## src/rtl/ffha_pkg.sv

```systemverilog
// Shared types, constants and command codes of the first-fit heap allocator.
package ffha_pkg;

  localparam int HEAP_BYTES_DEF   = 4096;
  localparam int HEADER_BYTES_DEF = 2;

  localparam int HDR_W    = 16;
  localparam int SIZE_W   = 17;
  localparam int REQ_W    = 16;
  localparam int BOFF_W   = 12;
  localparam int DOFF_W   = 12;
  localparam int LEN_W    = 13;
  localparam int OP_W     = 2;

  localparam int S_TDATA_W = 32;
  localparam int M_TDATA_W = 16;

  localparam logic [LEN_W-1:0]  HEAP_LEN_RST = LEN_W'(4096);
  localparam logic [SIZE_W-1:0] COMPACT_NEED = SIZE_W'(16'hffff);
  localparam logic [SIZE_W-1:0] ALIGN_MASK   = SIZE_W'(3);

  typedef enum logic [OP_W-1:0] {
    OP_ALLOC   = 2'd0,
    OP_RELEASE = 2'd1,
    OP_COMPACT = 2'd2,
    OP_INIT    = 2'd3
  } op_e;

  typedef enum logic [3:0] {
    CMD_NONE,
    CMD_LOAD,
    CMD_RD_CACHE,
    CMD_RD_PTR,
    CMD_RD_REL,
    CMD_WR_REL,
    CMD_INIT_HEAD,
    CMD_INIT_TAIL,
    CMD_WALK_START,
    CMD_WALK_FREE,
    CMD_WALK_USED,
    CMD_WALK_HIT,
    CMD_WALK_MISS,
    CMD_SPLIT_TAIL,
    CMD_TAKE_ALL,
    CMD_WR_HEAD
  } dp_cmd_e;

  typedef enum logic [3:0] {
    ST_IDLE,
    ST_DISPATCH,
    ST_A_CHK,
    ST_A_RD,
    ST_A_SPLIT,
    ST_A_HEAD,
    ST_R_WR,
    ST_I_TAIL,
    ST_W_RD,
    ST_W_CHK,
    ST_DONE
  } state_e;

  typedef struct packed {
    dp_cmd_e cmd;
    logic    push;
  } ctrl_cmd_t;

  typedef struct packed {
    op_e  op;
    logic req_zero;
    logic cache_vld;
    logic size_gt_hdr;
    logic walk_end;
    logic hdr_used;
    logic run_nz;
    logic run_ge_need;
    logic p_in_heap;
    logic fits;
    logic rel_ok;
    logic len_ge_hb;
  } dp_sts_t;

endpackage

```

## src/rtl/ffha_ctrl.sv

```systemverilog
// Controller: sequences each operation and the heap walk over the datapath.
module ffha_ctrl (
  input  logic                clk_i,
  input  logic                rst_ni,
  input  logic                in_valid_i,
  output logic                in_ready_o,
  output logic                out_valid_o,
  input  logic                out_ready_i,
  input  ffha_pkg::dp_sts_t   sts_i,
  output ffha_pkg::ctrl_cmd_t cmd_o
);

  ffha_pkg::state_e state_q, state_d;
  logic             out_valid_q, out_valid_d;

  always_ff @(posedge clk_i or negedge rst_ni) begin
    if (!rst_ni) begin
      state_q     <= ffha_pkg::ST_IDLE;
      out_valid_q <= 1'b0;
    end else begin
      state_q     <= state_d;
      out_valid_q <= out_valid_d;
    end
  end

  always_comb begin
    state_d      = state_q;
    cmd_o.cmd    = ffha_pkg::CMD_NONE;
    cmd_o.push   = 1'b0;
    in_ready_o   = 1'b0;
    unique case (state_q)
      ffha_pkg::ST_IDLE: begin
        in_ready_o = 1'b1;
        if (in_valid_i) begin
          cmd_o.cmd = ffha_pkg::CMD_LOAD;
          state_d   = ffha_pkg::ST_DISPATCH;
        end
      end
      ffha_pkg::ST_DISPATCH: begin
        unique case (sts_i.op)
          ffha_pkg::OP_ALLOC: begin
            if (sts_i.req_zero) begin
              state_d = ffha_pkg::ST_DONE;
            end else if (!sts_i.cache_vld) begin
              cmd_o.cmd = ffha_pkg::CMD_WALK_START;
              state_d   = ffha_pkg::ST_W_RD;
            end else begin
              cmd_o.cmd = ffha_pkg::CMD_RD_CACHE;
              state_d   = ffha_pkg::ST_A_CHK;
            end
          end
          ffha_pkg::OP_RELEASE: begin
            if (sts_i.rel_ok) begin
              cmd_o.cmd = ffha_pkg::CMD_RD_REL;
              state_d   = ffha_pkg::ST_R_WR;
            end else begin
              state_d = ffha_pkg::ST_DONE;
            end
          end
          ffha_pkg::OP_COMPACT: begin
            cmd_o.cmd = ffha_pkg::CMD_WALK_START;
            state_d   = ffha_pkg::ST_W_RD;
          end
          ffha_pkg::OP_INIT: begin
            cmd_o.cmd = ffha_pkg::CMD_INIT_HEAD;
            state_d   = sts_i.len_ge_hb ? ffha_pkg::ST_I_TAIL : ffha_pkg::ST_DONE;
          end
          default: begin
            state_d = ffha_pkg::ST_DONE;
          end
        endcase
      end
      ffha_pkg::ST_A_CHK: begin
        // cached block too small: fall back to a first-fit walk
        if (sts_i.size_gt_hdr) begin
          cmd_o.cmd = ffha_pkg::CMD_WALK_START;
          state_d   = ffha_pkg::ST_W_RD;
        end else begin
          state_d = ffha_pkg::ST_A_SPLIT;
        end
      end
      ffha_pkg::ST_A_RD: begin
        cmd_o.cmd = ffha_pkg::CMD_RD_CACHE;
        state_d   = ffha_pkg::ST_A_SPLIT;
      end
      ffha_pkg::ST_A_SPLIT: begin
        cmd_o.cmd = sts_i.fits ? ffha_pkg::CMD_SPLIT_TAIL : ffha_pkg::CMD_TAKE_ALL;
        state_d   = ffha_pkg::ST_A_HEAD;
      end
      ffha_pkg::ST_A_HEAD: begin
        cmd_o.cmd = ffha_pkg::CMD_WR_HEAD;
        state_d   = ffha_pkg::ST_DONE;
      end
      ffha_pkg::ST_R_WR: begin
        cmd_o.cmd = ffha_pkg::CMD_WR_REL;
        state_d   = ffha_pkg::ST_DONE;
      end
      ffha_pkg::ST_I_TAIL: begin
        cmd_o.cmd = ffha_pkg::CMD_INIT_TAIL;
        state_d   = ffha_pkg::ST_DONE;
      end
      ffha_pkg::ST_W_RD, ffha_pkg::ST_W_CHK: begin
        if ((state_q == ffha_pkg::ST_W_RD && !sts_i.p_in_heap) ||
            (state_q == ffha_pkg::ST_W_CHK && sts_i.walk_end)) begin
          // end of heap: close the last run
          if (sts_i.run_nz && sts_i.run_ge_need) begin
            cmd_o.cmd = ffha_pkg::CMD_WALK_HIT;
            state_d   = (sts_i.op == ffha_pkg::OP_ALLOC) ?
                        ffha_pkg::ST_A_RD : ffha_pkg::ST_DONE;
          end else begin
            cmd_o.cmd = ffha_pkg::CMD_WALK_MISS;
            state_d   = ffha_pkg::ST_DONE;
          end
        end else if (state_q == ffha_pkg::ST_W_RD) begin
          cmd_o.cmd = ffha_pkg::CMD_RD_PTR;
          state_d   = ffha_pkg::ST_W_CHK;
        end else if (!sts_i.hdr_used) begin
          cmd_o.cmd = ffha_pkg::CMD_WALK_FREE;
          state_d   = ffha_pkg::ST_W_RD;
        end else if (sts_i.run_nz && sts_i.run_ge_need) begin
          cmd_o.cmd = ffha_pkg::CMD_WALK_HIT;
          state_d   = (sts_i.op == ffha_pkg::OP_ALLOC) ?
                      ffha_pkg::ST_A_RD : ffha_pkg::ST_DONE;
        end else begin
          cmd_o.cmd = ffha_pkg::CMD_WALK_USED;
          state_d   = ffha_pkg::ST_W_RD;
        end
      end
      ffha_pkg::ST_DONE: begin
        // hold until the output register is free or drains this cycle
        if (!out_valid_q || out_ready_i) begin
          cmd_o.push = 1'b1;
          state_d    = ffha_pkg::ST_IDLE;
        end
      end
      default: begin
        state_d = ffha_pkg::ST_IDLE;
      end
    endcase
  end

  always_comb begin
    out_valid_d = out_valid_q;
    if (cmd_o.push) begin
      out_valid_d = 1'b1;
    end else if (out_ready_i) begin
      out_valid_d = 1'b0;
    end
  end

  assign out_valid_o = out_valid_q;

endmodule

```

## config.mk

```make
export PLATFORM = sky130hd
export DESIGN_NAME = ffha_ctrl
export DESIGN_NICKNAME = d
export VERILOG_FILES = /design/src/rtl/ffha_pkg.sv /design/src/rtl/ffha_ctrl.sv
export SDC_FILE = /design/constraint.sdc
export NUM_CORES = 1
export LEC_CHECK = 0
export BUFFER_PORTS_ARGS = -buffer_cell sky130_fd_sc_hd__buf_2
export CAP_MARGIN = 15
export CORE_MARGIN = 8
export CORE_UTILIZATION = 45
export DETAILED_ROUTE_END_ITERATION = 8
export GPL_TIMING_DRIVEN = 0
export HOLD_SLACK_MARGIN = 0.1
export PLACE_DENSITY_LB_ADDON = 0.2
export SLEW_MARGIN = 5
export SYNTH_ARGS = -nofsm -noshare
export SYNTH_HDL_FRONTEND = slang
export SYNTH_SLANG_ARGS = --single-unit
export TNS_END_PERCENT = 100
```

## constraint.sdc

```tcl
create_clock -name clk_i -period 1.5 [get_ports clk_i]
set_input_delay 0 -clock clk_i [delete_from_list [all_inputs] [get_ports clk_i]]
set_output_delay 0 -clock clk_i [all_outputs]
set_load 0.02 [all_outputs]
```

==> out/summary.txt <==
Worst Path Buf+Inv: 2
Initial antenna violation count: 0
Post-synth top area share: 0.2110
Net switching share of the total power: 0.4966
Via density: 6.379
Final Critical Period: 1.469 ns
YS warnings: 0
Clk slew on worst S/H paths: 0.04 ns
Fraction of registers with async set/reset: 1.000
Top FF cell, synth: dfrtp_1
Placed Area: 732.0 sq um
Fin crit share: 0.9790
Synth top area cells: dfrtp_1 (21%), o32ai_1 (7.4%), nor2_1 (5.7%), nand2b_1 (5.3%), a21oi_1 (5.1%)
Most frequent cell after synthesis: nor2_1
Worst IR drop on VDD: 1.349 mV
I/O pin total: 24
Layout Cells excl Fill: 124
Slew headroom: 0.7408
First-pass GRT wire length: 3305 um
Post-synthesis cell type count: 35
Iteration-0 DRC count of the detailed router: 41
Initial Util: 0.4675
Vias in the first global route: 782
Post-Syn Nets: 97
Post-synthesis sequential area ratio: 0.2110
Status: completed
Final Hold Fails: 0
CP Data Required Time: 1.50 ns
Slowest stage delay, CP: 0.45 ns
Hold Crit Class: input port to asynchronous set/reset pin
Die boundary width: 52.31 um
Vias: 791
Unrepaired setup endpoints after global routing: yes
Internal: 0.9276 mW
Number of max-cap violations: 0
I/O Buffers: 21
Worst setup EP type: output port
Dpl ws: -0.2919 ns
Max stage delay cell, worst path: dfrtp_2
Cell class contributing the biggest share of worst-path delay: flip-flops
DR DRC count: 0
Synth Area per Inst: 7.413 sq um
Crit Path Category: register to output port
Final GP Congestion: 0.8888
Crit path max fanout: 6
Leading area contributor after synthesis: dfrtp_1
Largest net degree at the start of global routing: 11
Total Die Area: 2736 sq um
Sw power: 0.9152 mW
Share of post-route cells with drive strength above 1: 0.4771
Nets: 127
Post-synth top cells: nor2_1 (9), clkbuf_1 (7), a21oi_1 (6), nand2_1 (6)
Clk buf depth: 2
Ant diodes: 0
Final instance area: 897.1 sq um
Combinational share of power: 0.733
Setup violations, final: 0
Post-synthesis cell count: 80
GRT Total Usage: 0.1556
Final Worst Setup Slack: 0.03148 ns
TritonCTS clock tree: yes
Crit path cell chain: buf_6, nor2_4, a21oi_2, o32ai_1, buf_2
Startpoint Class: register
HPWL Detailed: 1463 um
Clock power share: 0.088
GRT overflow: 0
Post-synth EDFFs: 0
Yosys reg bits: 5
Cells after DPL: 116
Netlist Area Pre-Place: 593.1 sq um
Root Buffer: clkbuf_4
Max Slew Vio Count: 0
Final Skew: 0.002072 ns
Final WL: 2139 um
Wire per inst: 17.25 um
Worst Tran Pin Value: 0.3888 ns
DR pass1 iterations: 5
Seq pwr share: 0.180
Power Total: 1.843 mW
Leak Pwr: 0.3730 nW
Number of buffers created by CTS: 3
Worst-Skew Late Latency: 0.25 ns
H-tree depth: 1
Core ar.: 1269 sq um
Pwr dens: 2054 nW/um^2
Area delta synth->final: 51.27%
Fmax: 681.0 MHz
Remaining antenna violation count: 0
Clock net sink count: 5
Die height: 52.31 um
Data arrival, critical path: 1.47 ns
Rows: 13
cell type report:
type	instances	area (sq um)
multi-input combinational	63	473.0
buffer	6	56.30
timing repair buffer	28	180.2
clock buffer	4	26.28
sequential	5	128.9
fill	107	371.6
tap	15	18.77
inverter	3	13.76
power by group through the flow:
| stage | sequential (mW) | combinational, mW | clock, mW |
|---|---|---|---|
| final | 0.331 | 1.35 | 0.161 |
| after global routing | 0.344 | 1.46 | 0.175 |
| after CTS | 0.305 | 1.10 | 0.160 |
| after detailed placement | 0.256 | 1.10 | 0 |
| after global placement | 0.256 | 1.10 | 0 |
| after floorplan | 0.250 | 0.815 | 0 |
routing by layer:
layer / wire (um) / up-vias / global-route usage
li1: - / 364 / -
met1: 870 / 370 / 0.1734
met2: 1028 / 47 / 0.2510
met3: 148 / 10 / 0.03409
met4: 92 / 0 / 0.1164
met5: 0 / - / 0
worst register-to-register path: cells and delay by family, from the launching register on:
kind,cells,cell delay (ns)
AOI/OAI and AO/OA,2,0.34
DFF,1,0.48
and+or+nand+nor,1,0.06
buffers and inverters,2,0.31
cell families (layout without fill, tap and decap cells):
family / after synthesis / in the layout / share of synthesized area
compound gates: 31 / 31 / 0.3818
buf+inv: 12 / 41 / 0.09495
flops: 5 / 5 / 0.2110
mux: 1 / 1 / 0.02531
simple gates: 31 / 31 / 0.2869
metrics by stage:
| step | hold slack [ns] | setup TNS [ns] | utilization |
|---|---|---|---|
| after global placement | -0.1861 | -0.7340 | 0.5769 |
| after global routing | 0.1068 | -0.08091 | 0.7071 |
| after floorplan | -0.2956 | 0 | - |
| after detailed placement | -0.1799 | -1.006 | 0.5769 |
| final | 0.09272 | 0 | 0.7071 |
| after CTS | 0.1101 | -0.001367 | 0.6312 |
sequential cells by signal (all words and copies together), names as in the netlist:
name	count
out_valid_o	1
state_q	4
path summary, 6_finish.rpt:
kind / slack, ns / startpoint / to / cells after the start
min in group clk_i: 0.15 / sts_i[12] / state_q[0] / 4
max in group asynchronous: 1.26 / rst_ni / state_q[0] / 2
min reg2reg: 0.56 / out_valid_o / out_valid_o / 2
min: 0.09 / rst_ni / out_valid_o / 2
max: 0.03 / state_q[0] / cmd_o[1] / 5
max reg2reg: 0.19 / state_q[1] / state_q[2] / 5
placed cells by master (no fill, tap or decap), drive strengths merged, types with 2 or more instances in the layout:
master / count
a21o: 2
buf: 29
o31ai: 2
dfrtp: 5
nand4b: 2
nor4b: 2
clkbuf: 7
o211ai: 2
nor2: 9
nand2: 6
a21oi: 6
a31oi: 2
o32ai: 5
dlygate4sd3: 2
o21ai: 4
nor3: 2
nand2b: 5
inv: 3
timing repair:
item | CTS | global route
resized for setup | 12 | 26
setup endpoints to repair | 10 | 5
buffers inserted | 0 | 5
hold endpoints to repair | 6 | 0
hold buffers | 2 | 0
gates cloned | 0 | 0
pin swaps | 0 | 3
No activity file was read; power rests on OpenSTA's default activity.
